### config.mk
export PLATFORM = sky130hd
export DESIGN_NAME = dma_page_run_coalescer_core
export DESIGN_NICKNAME = d
export VERILOG_FILES = /design/src/design/dprc_pkg.sv /design/src/design/dprc_front.sv /design/src/design/dprc_queue.sv /design/src/design/dprc_back.sv /design/src/design/dma_page_run_coalescer_core.sv
export SDC_FILE = /design/constraint.sdc
export NUM_CORES = 2
export LEC_CHECK = 0
export ABC_AREA = 1
export BUFFER_PORTS_ARGS = -buffer_cell sky130_fd_sc_hd__buf_2
export CAP_MARGIN = 20
export CELL_PAD_IN_SITES_DETAIL_PLACEMENT = 1
export CELL_PAD_IN_SITES_GLOBAL_PLACEMENT = 1
export CORE_ASPECT_RATIO = 0.9
export CORE_MARGIN = 2
export CORE_UTILIZATION = 40
export DETAILED_ROUTE_END_ITERATION = 7
export GPL_TIMING_DRIVEN = 1
export PLACE_DENSITY_LB_ADDON = 0.1
export SETUP_SLACK_MARGIN = 0.05
export SLEW_MARGIN = 40
export SYNTH_ARGS = -nofsm -noshare
export SYNTH_HDL_FRONTEND = slang
export SYNTH_SLANG_ARGS = --single-unit
export TNS_END_PERCENT = 100
### constraint.sdc
create_clock -name clock -period 15.5 [get_ports clock]
set_input_delay 2.325 -clock clock [delete_from_list [all_inputs] [get_ports clock]]
set_output_delay 2.325 -clock clock [all_outputs]
set_load 0.01 [all_outputs]
### src/design/dprc_pkg.sv
// Types and constants shared by the DMA page-run coalescer modules.
package dprc_pkg;

   localparam int PAGE_SHIFT_DEF = 13;
   localparam int FRAME_BITS_DEF = 28;

   localparam int REQ_DATA_W = 160;
   localparam int RSP_DATA_W = 112;
   localparam int CSR_ADDR_W = 4;
   localparam int CSR_DATA_W = 64;

   localparam logic REG_BYPASS_BASE     = 1'b0;
   localparam logic REG_NONCACHE_PREFIX = 1'b1;

   localparam int QUEUE_DEPTH = 4;
   localparam int QUEUE_AW    = 2;
   localparam int QUEUE_CW    = 3;

   typedef struct packed {
      logic        first_page;
      logic        last_page;
      logic [27:0] frame_number;
      logic [12:0] start_offset;
      logic [31:0] transfer_size;
      logic        is_memory;
      logic [63:0] count_max;
      logic [15:0] max_segments;
   } item_type;

   typedef struct packed {
      logic [63:0] address;
      logic [31:0] size;
      logic        last_seg;
      logic        too_big;
      logic [15:0] count;
   } seg_type;

   typedef struct packed {
      logic [1:0] num;
      seg_type    first_seg;
      seg_type    second_seg;
   } push_type;

endpackage

### src/design/dprc_front.sv
// Front end: input register with address precompute, then the run-merging state engine.
module dprc_front import dprc_pkg::*; #(
   parameter int PAGE_SHIFT = PAGE_SHIFT_DEF,
   parameter int FRAME_BITS = FRAME_BITS_DEF
) (
   input  logic        clock,
   input  logic        reset,
   input  logic [63:0] bypass_base,
   input  logic [63:0] noncache_prefix,
   input  logic        req_valid,
   output logic        req_ready,
   input  item_type    req_item,
   input  logic        queue_room,
   output push_type    push
);

   localparam logic [32:0] PAGE_BYTES = 33'(64'(1) << PAGE_SHIFT);

   logic                  a_valid_ff;
   item_type              a_item_ff;
   logic [63:0]           a_sum_ff;
   logic [PAGE_SHIFT-1:0] off_w;
   logic [FRAME_BITS-1:0] frame_w;
   logic [63:0]           sum_in;

   logic [63:0]           open_address_ff, open_address_in;
   logic [32:0]           open_bytes_ff, open_bytes_in;
   logic [31:0]           bytes_left_ff, bytes_left_in;
   logic [FRAME_BITS-1:0] previous_frame_ff, previous_frame_in;
   logic [15:0]           segments_made_ff, segments_made_in;
   logic [63:0]           held_count_max_ff, held_count_max_in;
   logic [15:0]           held_segment_limit_ff, held_segment_limit_in;
   logic                  io_space_ff, io_space_in;
   logic                  transfer_active_ff, transfer_active_in;

   logic                  commit;
   logic                  io_now;
   logic [63:0]           item_addr;
   logic [FRAME_BITS-1:0] b_frame;
   logic [PAGE_SHIFT-1:0] b_offset;
   logic                  gap;
   logic                  full;
   logic                  stop;
   logic [32:0]           bytes_base;
   seg_type               fin_seg;

   assign commit    = a_valid_ff && queue_room;
   assign req_ready = !a_valid_ff || queue_room;

   always_comb begin
      off_w   = req_item.first_page ? PAGE_SHIFT'(req_item.start_offset) : '0;
      frame_w = FRAME_BITS'(req_item.frame_number);
      sum_in  = bypass_base + ((64'(frame_w) << PAGE_SHIFT) + 64'(off_w));
   end

   always_ff @(posedge clock) begin
      if (reset) begin
         a_valid_ff <= 1'b0;
      end else if (req_ready) begin
         a_valid_ff <= req_valid;
      end
   end

   always_ff @(posedge clock) begin
      if (req_valid && req_ready) begin
         a_item_ff <= req_item;
         a_sum_ff  <= sum_in;
      end
   end

   assign b_frame   = FRAME_BITS'(a_item_ff.frame_number);
   assign b_offset  = PAGE_SHIFT'(a_item_ff.start_offset);
   assign io_now    = a_item_ff.first_page ? ~a_item_ff.is_memory : io_space_ff;
   assign item_addr = a_sum_ff | (io_now ? noncache_prefix : 64'd0);
   assign gap       = b_frame != (previous_frame_ff + 1'b1);
   assign full      = 64'(34'(open_bytes_ff) + 34'(PAGE_BYTES)) > held_count_max_ff;

   always_comb begin
      open_address_in       = open_address_ff;
      open_bytes_in         = open_bytes_ff;
      bytes_left_in         = bytes_left_ff;
      previous_frame_in     = previous_frame_ff;
      segments_made_in      = segments_made_ff;
      held_count_max_in     = held_count_max_ff;
      held_segment_limit_in = held_segment_limit_ff;
      io_space_in           = io_space_ff;
      transfer_active_in    = transfer_active_ff;
      push                  = '0;
      stop                  = 1'b0;
      bytes_base            = open_bytes_ff;
      fin_seg               = '0;
      if (commit) begin
         if (a_item_ff.first_page) begin
            transfer_active_in    = 1'b0;
            held_segment_limit_in = a_item_ff.max_segments;
            held_count_max_in     = (a_item_ff.count_max == 64'd0) ? '1 : a_item_ff.count_max;
            if (a_item_ff.max_segments == 16'd0) begin
               push.num               = 2'd1;
               push.first_seg.too_big = 1'b1;
               stop                   = 1'b1;
            end else begin
               io_space_in        = ~a_item_ff.is_memory;
               bytes_left_in      = a_item_ff.transfer_size;
               open_address_in    = item_addr;
               open_bytes_in      = PAGE_BYTES - 33'(b_offset);
               previous_frame_in  = b_frame;
               segments_made_in   = 16'd1;
               transfer_active_in = 1'b1;
            end
         end else if (!transfer_active_ff) begin
            stop = 1'b1;
         end else if ({1'b0, bytes_left_ff} > open_bytes_ff) begin
            if (gap || full) begin
               if (segments_made_ff >= held_segment_limit_ff) begin
                  push.num               = 2'd1;
                  push.first_seg.too_big = 1'b1;
                  push.first_seg.count   = segments_made_ff;
                  transfer_active_in     = 1'b0;
                  stop                   = 1'b1;
               end else begin
                  push.num                = 2'd1;
                  push.first_seg.address  = open_address_ff;
                  push.first_seg.size     = open_bytes_ff[31:0];
                  push.first_seg.count    = segments_made_ff;
                  bytes_left_in           = bytes_left_ff - open_bytes_ff[31:0];
                  bytes_base              = 33'd0;
                  segments_made_in        = segments_made_ff + 16'd1;
                  open_address_in         = item_addr;
               end
            end
            if (!stop) begin
               open_bytes_in     = bytes_base + PAGE_BYTES;
               previous_frame_in = b_frame;
            end
         end
         if (!stop && a_item_ff.last_page) begin
            fin_seg.address    = open_address_in;
            fin_seg.size       = bytes_left_in;
            fin_seg.last_seg   = 1'b1;
            fin_seg.count      = segments_made_in;
            transfer_active_in = 1'b0;
            if (push.num == 2'd0) begin
               push.first_seg = fin_seg;
            end else begin
               push.second_seg = fin_seg;
            end
            push.num = push.num + 2'd1;
         end
      end
   end

   always_ff @(posedge clock) begin
      if (reset) begin
         open_address_ff       <= '0;
         open_bytes_ff         <= '0;
         bytes_left_ff         <= '0;
         previous_frame_ff     <= '0;
         segments_made_ff      <= '0;
         held_count_max_ff     <= '1;
         held_segment_limit_ff <= '0;
         io_space_ff           <= 1'b0;
         transfer_active_ff    <= 1'b0;
      end else begin
         open_address_ff       <= open_address_in;
         open_bytes_ff         <= open_bytes_in;
         bytes_left_ff         <= bytes_left_in;
         previous_frame_ff     <= previous_frame_in;
         segments_made_ff      <= segments_made_in;
         held_count_max_ff     <= held_count_max_in;
         held_segment_limit_ff <= held_segment_limit_in;
         io_space_ff           <= io_space_in;
         transfer_active_ff    <= transfer_active_in;
      end
   end

endmodule

### src/design/dprc_queue.sv
// Segment queue between the front end and the output stage; takes up to two segments a cycle.
module dprc_queue import dprc_pkg::*; (
   input  logic     clock,
   input  logic     reset,
   input  push_type push,
   input  logic     pop,
   output seg_type  head,
   output logic     not_empty,
   output logic     room
);

   seg_type               entry_ff [QUEUE_DEPTH];
   logic [QUEUE_AW-1:0]   wr_ptr_ff, wr_ptr_in;
   logic [QUEUE_AW-1:0]   rd_ptr_ff, rd_ptr_in;
   logic [QUEUE_CW-1:0]   count_ff, count_in;
   logic [QUEUE_AW-1:0]   wr_next;

   assign wr_next   = wr_ptr_ff + 1'b1;
   assign wr_ptr_in = wr_ptr_ff + QUEUE_AW'(push.num);
   assign rd_ptr_in = rd_ptr_ff + QUEUE_AW'(pop);
   assign count_in  = count_ff + QUEUE_CW'(push.num) - QUEUE_CW'(pop);
   assign head      = entry_ff[rd_ptr_ff];
   assign not_empty = count_ff != '0;
   assign room      = count_ff <= QUEUE_CW'(QUEUE_DEPTH - 2);

   always_ff @(posedge clock) begin
      if (push.num != 2'd0) begin
         entry_ff[wr_ptr_ff] <= push.first_seg;
      end
      if (push.num == 2'd2) begin
         entry_ff[wr_next] <= push.second_seg;
      end
   end

   always_ff @(posedge clock) begin
      if (reset) begin
         wr_ptr_ff <= '0;
         rd_ptr_ff <= '0;
         count_ff  <= '0;
      end else begin
         wr_ptr_ff <= wr_ptr_in;
         rd_ptr_ff <= rd_ptr_in;
         count_ff  <= count_in;
      end
   end

endmodule

### src/design/dprc_back.sv
// Output stage: registered result slot fed from the segment queue.
module dprc_back import dprc_pkg::*; (
   input  logic    clock,
   input  logic    reset,
   input  seg_type head,
   input  logic    not_empty,
   output logic    pop,
   output logic    rsp_valid,
   input  logic    rsp_ready,
   output seg_type rsp_seg
);

   logic    rsp_valid_ff, rsp_valid_in;
   seg_type rsp_seg_ff;

   assign pop          = not_empty && (!rsp_valid_ff || rsp_ready);
   assign rsp_valid_in = pop || (rsp_valid_ff && !rsp_ready);
   assign rsp_valid    = rsp_valid_ff;
   assign rsp_seg      = rsp_seg_ff;

   always_ff @(posedge clock) begin
      if (reset) begin
         rsp_valid_ff <= 1'b0;
      end else begin
         rsp_valid_ff <= rsp_valid_in;
      end
   end

   always_ff @(posedge clock) begin
      if (pop) begin
         rsp_seg_ff <= head;
      end
   end

endmodule

### src/design/dma_page_run_coalescer_core.sv
// DMA page-run coalescer: top level with the register port and stream channels.
//
// Request channel: one page frame per transfer; the item with req_tuser (first page)
// set also brings offset, size, memory/IO kind and the two limits; req_tlast marks
// the last page of the list. Runs of consecutive frames merge into segments.
// Response channel: one segment per transfer with bus address, size and number;
// rsp_tlast marks the final segment, rsp_tuser flags an exceeded or zero segment
// limit, after which the list is dropped until the next first page.
// The register port holds the bypass window base and the IO non-cache prefix;
// write it only while no page is in flight.
// A page passes the input register, the segment queue and the output slot before its
// segment is offered; a page that closes a run and ends the list gives two segments,
// which the response channel moves one after the other.
// Throughput: one page per cycle while the queue has room; the response channel moves
// one segment per cycle while rsp_tready is high.
// Reset clears all run state and both registers; the block is ready at once.
// When the receiver stalls, results build up in a four-entry queue; the run state
// holds once fewer than two entries are free, and the request side stops after
// one more page.
module dma_page_run_coalescer_core import dprc_pkg::*; #(
   parameter int PAGE_SHIFT = PAGE_SHIFT_DEF,
   parameter int FRAME_BITS = FRAME_BITS_DEF
) (
   input  logic                  clock,
   input  logic                  reset,
   input  logic                  csr_psel,
   input  logic                  csr_penable,
   input  logic                  csr_pwrite,
   input  logic [CSR_ADDR_W-1:0] csr_paddr,
   input  logic [CSR_DATA_W-1:0] csr_pwdata,
   output logic [CSR_DATA_W-1:0] csr_prdata,
   output logic                  csr_pready,
   input  logic                  req_tvalid,
   output logic                  req_tready,
   // frame_number, start_offset, transfer_size, is_memory, count_max, max_segments
   input  logic [REQ_DATA_W-1:0] req_tdata,
   // first_page
   input  logic                  req_tuser,
   input  logic                  req_tlast,
   output logic                  rsp_tvalid,
   input  logic                  rsp_tready,
   // segment_address, segment_size, segment_count
   output logic [RSP_DATA_W-1:0] rsp_tdata,
   // too_big
   output logic                  rsp_tuser,
   output logic                  rsp_tlast
);

   logic [63:0] bypass_base_ff;
   logic [63:0] noncache_prefix_ff;
   logic        csr_write;
   item_type    req_item;
   push_type    push;
   logic        queue_room;
   logic        pop;
   logic        not_empty;
   seg_type     head;
   seg_type     rsp_seg;

   assign csr_pready = 1'b1;
   assign csr_write  = csr_psel && csr_penable && csr_pwrite && csr_pready;

   always_ff @(posedge clock) begin
      if (reset) begin
         bypass_base_ff     <= '0;
         noncache_prefix_ff <= '0;
      end else if (csr_write) begin
         unique case (csr_paddr[3])
            REG_BYPASS_BASE:     bypass_base_ff     <= csr_pwdata;
            REG_NONCACHE_PREFIX: noncache_prefix_ff <= csr_pwdata;
            default: ;
         endcase
      end
   end

   always_comb begin
      unique case (csr_paddr[3])
         REG_BYPASS_BASE:     csr_prdata = bypass_base_ff;
         REG_NONCACHE_PREFIX: csr_prdata = noncache_prefix_ff;
         default:             csr_prdata = '0;
      endcase
   end

   always_comb begin
      req_item.first_page    = req_tuser;
      req_item.last_page     = req_tlast;
      req_item.frame_number  = req_tdata[27:0];
      req_item.start_offset  = req_tdata[40:28];
      req_item.transfer_size = req_tdata[72:41];
      req_item.is_memory     = req_tdata[73];
      req_item.count_max     = req_tdata[137:74];
      req_item.max_segments  = req_tdata[153:138];
   end

   dprc_front #(
      .PAGE_SHIFT (PAGE_SHIFT),
      .FRAME_BITS (FRAME_BITS)
   ) u_front (
      .clock           (clock),
      .reset           (reset),
      .bypass_base     (bypass_base_ff),
      .noncache_prefix (noncache_prefix_ff),
      .req_valid       (req_tvalid),
      .req_ready       (req_tready),
      .req_item        (req_item),
      .queue_room      (queue_room),
      .push            (push)
   );

   dprc_queue u_queue (
      .clock     (clock),
      .reset     (reset),
      .push      (push),
      .pop       (pop),
      .head      (head),
      .not_empty (not_empty),
      .room      (queue_room)
   );

   dprc_back u_back (
      .clock     (clock),
      .reset     (reset),
      .head      (head),
      .not_empty (not_empty),
      .pop       (pop),
      .rsp_valid (rsp_tvalid),
      .rsp_ready (rsp_tready),
      .rsp_seg   (rsp_seg)
   );

   assign rsp_tdata = {rsp_seg.count, rsp_seg.size, rsp_seg.address};
   assign rsp_tuser = rsp_seg.too_big;
   assign rsp_tlast = rsp_seg.last_seg;

endmodule

# Yosys cells after proc, flatten, opt, wreduce, memory -nomap -nowiden
# Memories as Yosys holds them, arrays and structs flattened. A register that Yosys moved wholly into a read port is not among the register bits.
# Cells that the tools add are included.
dict set report totals {
  regBits 612
  latch_bits 0
  mem_bits_rw 456
  rom_bits 0
  in_bits 237
  wordCells 157
  n_memories 1
}
# name words width read_ports rd_ports_with_merged_regs write_ports line
set memory_table {}
lappend memory_table {u_queue.entry_ff 4 114 1 1 2 dprc_queue.sv:12} ;# seg_type entry_ff [QUEUE_DEPTH];
dict set report op_classes {
  n_addsub 14
  multipliers 0
  n_div 0
  order_cmp 4
  n_eq_ne 4
  shifts 0
  muxes 78
  bitwise_logic 4
  n_reduce_logical 27
}
# operator count
set op_table {}
lappend op_table {{$mux 64} 8}
lappend op_table {{$mux 230} 2}
lappend op_table {{$mux 33} 11}
lappend op_table {{$mux 114} 2}
lappend op_table {{$mux 98} 2}
lappend op_table {{$mux 32} 6}
lappend op_table {{$mux 96} 2}
lappend op_table {{$mux 28} 5}
lappend op_table {{$pmux 64 s2} 1}
lappend op_table {{$mux 16} 7}
lappend op_table {{$mux 97} 1}
lappend op_table {{$add 64x64->64} 1}
lappend op_table {{$gt 64x64->1} 1}
lappend op_table {{$logic_not 64->1} 1}
lappend op_table {{$or 64x64->64} 1}
lappend op_table {{$mux 17} 3}
lappend op_table {{$add 41x13->42} 1}
lappend op_table {{$add 33x14->34 const B} 1}
lappend op_table {{$add 33x14->33 const B} 1}
lappend op_table {{$gt 32x33->1} 1}
lappend op_table {{$sub 32x32->32} 1}
lappend op_table {{$add 28x1->28 const B} 1}
lappend op_table {{$ne 28x28->1} 1}
lappend op_table {{$mux 1} 25}
lappend op_table {{25 further kinds} 45}

# Longest topological paths before layout
dict set report logic_depth {
  ltp_word 19
  mapped_depth 37
  mapped_depth_nobuf 36
}

# Cells and area by module
# A second synthesis with hierarchy kept.
dict set report hier_totals {
  cells_unflattened 7651
  hier_area_um2 62668.9
}
# mod n_inst cells_per_inst area_each_um2
set modules_own_cells {}
lappend modules_own_cells {dprc_front 1 4036 29947.5}
lappend modules_own_cells {dprc_queue 1 2521 23247.3}
lappend modules_own_cells {dma_page_run_coalescer_core 1 974 6003.3}
lappend modules_own_cells {dprc_back 1 120 3470.8}

# Worst setup path before layout
# Ideal clock, no wire load.
dict set report synth_path {
  path_kind {input-to-reg}
  startpoint {in req_tvalid}
  endpoint {reg u_front.a_item_ff[0] (netlist name), enable pin}
  setup_ns 0.873
  t_arrival_ns 12.923
  slack_ns 1.703
  cell_stages 2
  n_path_buf 0
  path_cell_list {inv_1 a21oi_1}
}
dict set report synth_between {
  elab_chain_cells 1
}
# element line
set synth_lines {}
lappend synth_lines {{start: declaration} dma_page_run_coalescer_core.sv:33} ;# input logic req_tvalid,
lappend synth_lines {{$logic_and 1x1->1} dprc_front.sv:65} ;# if (req_valid && req_ready) begin
lappend synth_lines {{end signal: assignment} dprc_front.sv:66} ;# a_item_ff <= req_item;
lappend synth_lines {{end: declaration} dprc_front.sv:20} ;# item_type a_item_ff;
# No other way between the ends.
# A chain may end at the register's enable or synchronous reset.

==> impl_metrics.yaml <==
worst_setup_path:
  cp_slowest_cell: "buf_4"
  worstPathArrival_ps: 9280
  cpPeakStageDelay_ps: 660
  timing.rr.end: "u_queue.entry_ff[0][9]"
  endpoint_kind: "register"
  cpMostUsedCell: "nand2_1"
  critPathKind: "reg -> reg"
  worstReg2RegStart: "u_front.open_bytes_ff[13]"
  r2r_cells: 36
  startpoint_type: "register"
  cp_data_required_time_ps: 15910
  r2r_setup_slack_ps: 6630
  crit_fanout: 36
routing:
  vias_per_cell: 5.69
  wl_per_cell_um: 24.6
  num_vias: 54800
  wl_met3_mm: 16.4
  top_layer_used: "met5"
  firstDrtPassIters: 8
  wl_met2_mm: 106
  drtIter0Drc: 4673
  route.detailed.drc: 0
  route.final.wire_length_mm: 237
  drt-met1-wl_mm: 107
  ant_nets: 0
cts:
  numCtsBuffers: 137
  cts_resized: 0
  cts_setup_buffers: 0
  cts_max_level: 4
  cts_hold_buf: 0
  clk_pin_slew_worst_paths_ps: 60
  clock_path_buffers: 3
  clock_latency_ps: 800
  root_buffer: "clkbuf_16"
  cts_tree: "yes"
  numClockSinks: 1182
global_route:
  antenna_found_initial: 7
  grt_pass1_wl_mm: 350
  grt_overflow: 0
  grtUsageTotal: 0.298
  grt_pass1_vias: 55000
  grt_max_degree: 156
sta:
  tns_ps: 0
  tightest_slew_ps: 922
  period_share: 0.572
  rsz0062_at_grt: "no"
  hold_viol_final: 0
  finalSetupViolations: 0
  slew-limit-headroom: 0.386
  slew_viol_final: 0
  skew_ps: 27.3
  max_freq_ghz: 0.113
  period_needed_ps: 8870
floorplan:
  die-width_um: 415
  dieArea_um2: 155000
  initial_core_util: 0.404
  pin_count: 418
  fp-row-count: 135
  core_um2: 151000
  chipHeight_um: 374
synthesis:
  synth.top_cells.by_area: "edfxtp_1, dfxtp_1, nand2_1, o21ai_0, nor2_1"
  synth_flop_cell: "edfxtp_1"
  synthXorXnorAreaFrac: 0.0208
  ys_types: 60
  ys_seq_area_frac: 0.517
  synth-compound-area-share: 0.160
  synth_mux_area_frac: 0
  synth.most_common_cell: "nand2_1"
  synthCells: 7309
  synthArstFlopShare: 0
  synth_fa_ha_area_frac: 0.0287
  syn_nets: 7684
  synth_warnings: 0
  post-synth-top-area-fraction: 0.387
  synth_common_cells: "nand2_1, edfxtp_1, o21ai_0, nor2_1, inv_1"
  synth-simple-area-share: 0.210
  synth-edff-count: 786
  synth_seq_cells: 1182
  avgSynthCellArea_um2: 8.34
  synth_top_area_cell: "edfxtp_1"
  synth_top_family_by_area: "simple AND/OR/NAND/NOR gates"
  netlist_area_um2: 60900
pwr:
  p_sw_frac: 0.340
  comb_power_share: 0.245
  netSwitchingPower_mw: 3.27
  ir_drop_mv: 0.113
  sequentialPowerShare: 0.412
  clock_power_share: 0.343
  power.density_nw_per_um2: 139
  p_total_mw: 9.60
  p_leak_nw: 26.3
  p_int_mw: 6.33
final_layout:
  regArea_um2: 31500
  fin_nets: 7888
  fill_cells: 17900
  syn2layout_area_growth_pct: 13.5
  multi_input_area_um2: 25700
  drive_gt1_frac: 0.113
run:
  cap_violations: 0
placement:
  gp_congestion: 0.909
  hpwl_mm: 159
  port_buffers: 407
hold_path:
  holdPathEnd: "u_front.held_segment_limit_ff[6]"
  hold_start: "u_front.held_segment_limit_ff[6]"
  hold_class: "reg -> reg"
  holdPathStages: 2
run_status:
  outcome: "finished clean"
final cells by class:
| class | instances | share of cell area |
|---|---|---|
| Sequential cell | 1182 | 0.456 |
| Multi-Input combinational cell | 5144 | 0.372 |
| Clock buffer | 191 | 0.0568 |
| Timing Repair Buffer | 486 | 0.0399 |
| Tap cell | 1986 | 0.0359 |
| Inverter | 562 | 0.0308 |
| Clock inverter | 61 | 0.00836 |
| Antenna cell | 5 | 0.000181 |
routing by layer:
metal / up-vias / global-route usage
met4: 2 / 0.0945
met3: 349 / 0.0507
met1: 27200 / 0.415
li1: 25400 / -
met5: - / 0
met2: 1825 / 0.470
cell families (layout without fill, tap and decap cells):
logic type	after synthesis	after routing
buf+inv	983	1300
other cells	1	6
simple gates	3098	3098
compound gates	1762	1762
xor+xnor	145	145
fa+ha+maj	138	138
flops	1182	1182
critical path, delay by kind of cell (launching register included):
kind	cells	cell delay [ps]
and+or+nand+nor	25	4810
buffers and inverters	8	2480
xor gates and xnor gates	1	170
adders and majority gates	2	570
DFF	1	380
stage by stage:
| stage | hold slack (ps) | worst slack (ps) | instances | instance area [um^2] | util |
|---|---|---|---|---|---|
| 5_1_grt | 496 | 5930 | 9612 | 69200 | 0.459 |
| 3_5_place_dp | 467 | 6730 | 9359 | 64600 | 0.428 |
| 2_1_floorplan | 425 | 1700 | 7309 | 60900 | - |
| 3_3_place_gp | 454 | 6620 | 9358 | 64500 | 0.428 |
| 4_1_cts | 475 | 6680 | 9611 | 69100 | 0.458 |
| 6_report | 474 | 6630 | 9617 | 69200 | 0.459 |
flip-flops by register name, summed over array words and instances, names as in the netlist, 3 cells and up:
name                           flops
u_queue.entry_ff                 456
u_front.segments_made_ff          16
noncache_prefix_ff                64
u_front.b_frame                   28
u_back.rsp_seg                   114
u_queue.count_ff                   3
bypass_base_ff                    64
u_front.b_offset                  13
u_front.previous_frame_ff         28
u_front.held_segment_limit_ff     16
u_front.bytes_left_ff             32
u_front.open_bytes_ff             33
u_front.a_sum_ff                  64
u_front.a_item_ff                115
u_front.held_count_max_ff         64
u_front.open_address_ff           64
placed cells by master (no fill, tap or decap), drive strengths merged, types with 7 or more instances in the layout:
cell         n
o21ai      924
a21o         9
nand3      494
o211ai       9
o22ai      219
xor2       103
dfxtp      396
o22a        14
bufinv       8
buf        485
nor2       703
clkbuf     192
xnor2       42
nand3b       8
or2         13
clkinvlp     8
inv        564
o21bai      74
edfxtp     786
nor3        54
clkinv      43
a21oi      468
nand4       51
nand2     1733
ha         135
nor4        36
a31oi       22
o21a         7
worst max path at each step:
stage | start | to | slack (ps) | cells after the start
6_report | u_front.open_bytes_ff[13] | u_queue.entry_ff[0][9] | 6630 | 36
5_1_grt | u_front.open_bytes_ff[13] | u_queue.entry_ff[0][73] | 5930 | 36
4_1_cts | u_front.open_bytes_ff[13] | u_queue.entry_ff[0][9] | 6680 | 36
3_5_place_dp | u_front.open_bytes_ff[13] | u_queue.entry_ff[0][96] | 6730 | 36
3_3_place_gp | u_front.open_bytes_ff[13] | u_queue.entry_ff[1][34] | 6620 | 36
2_1_floorplan | req_tvalid | u_front.a_item_ff[0] | 1700 | 2
power groups by stage:
stage               combinational, mW  clock (mW)  sequential [mW]
floorplan                        1.32           0             4.08
global placement                 2.28           0             4.02
detailed placement               2.33           0             4.03
CTS                              2.34        3.34             3.96
global route                     2.55        3.46             3.98
finish                           2.35        3.29             3.96
Power figures use the tool's default switching activity.
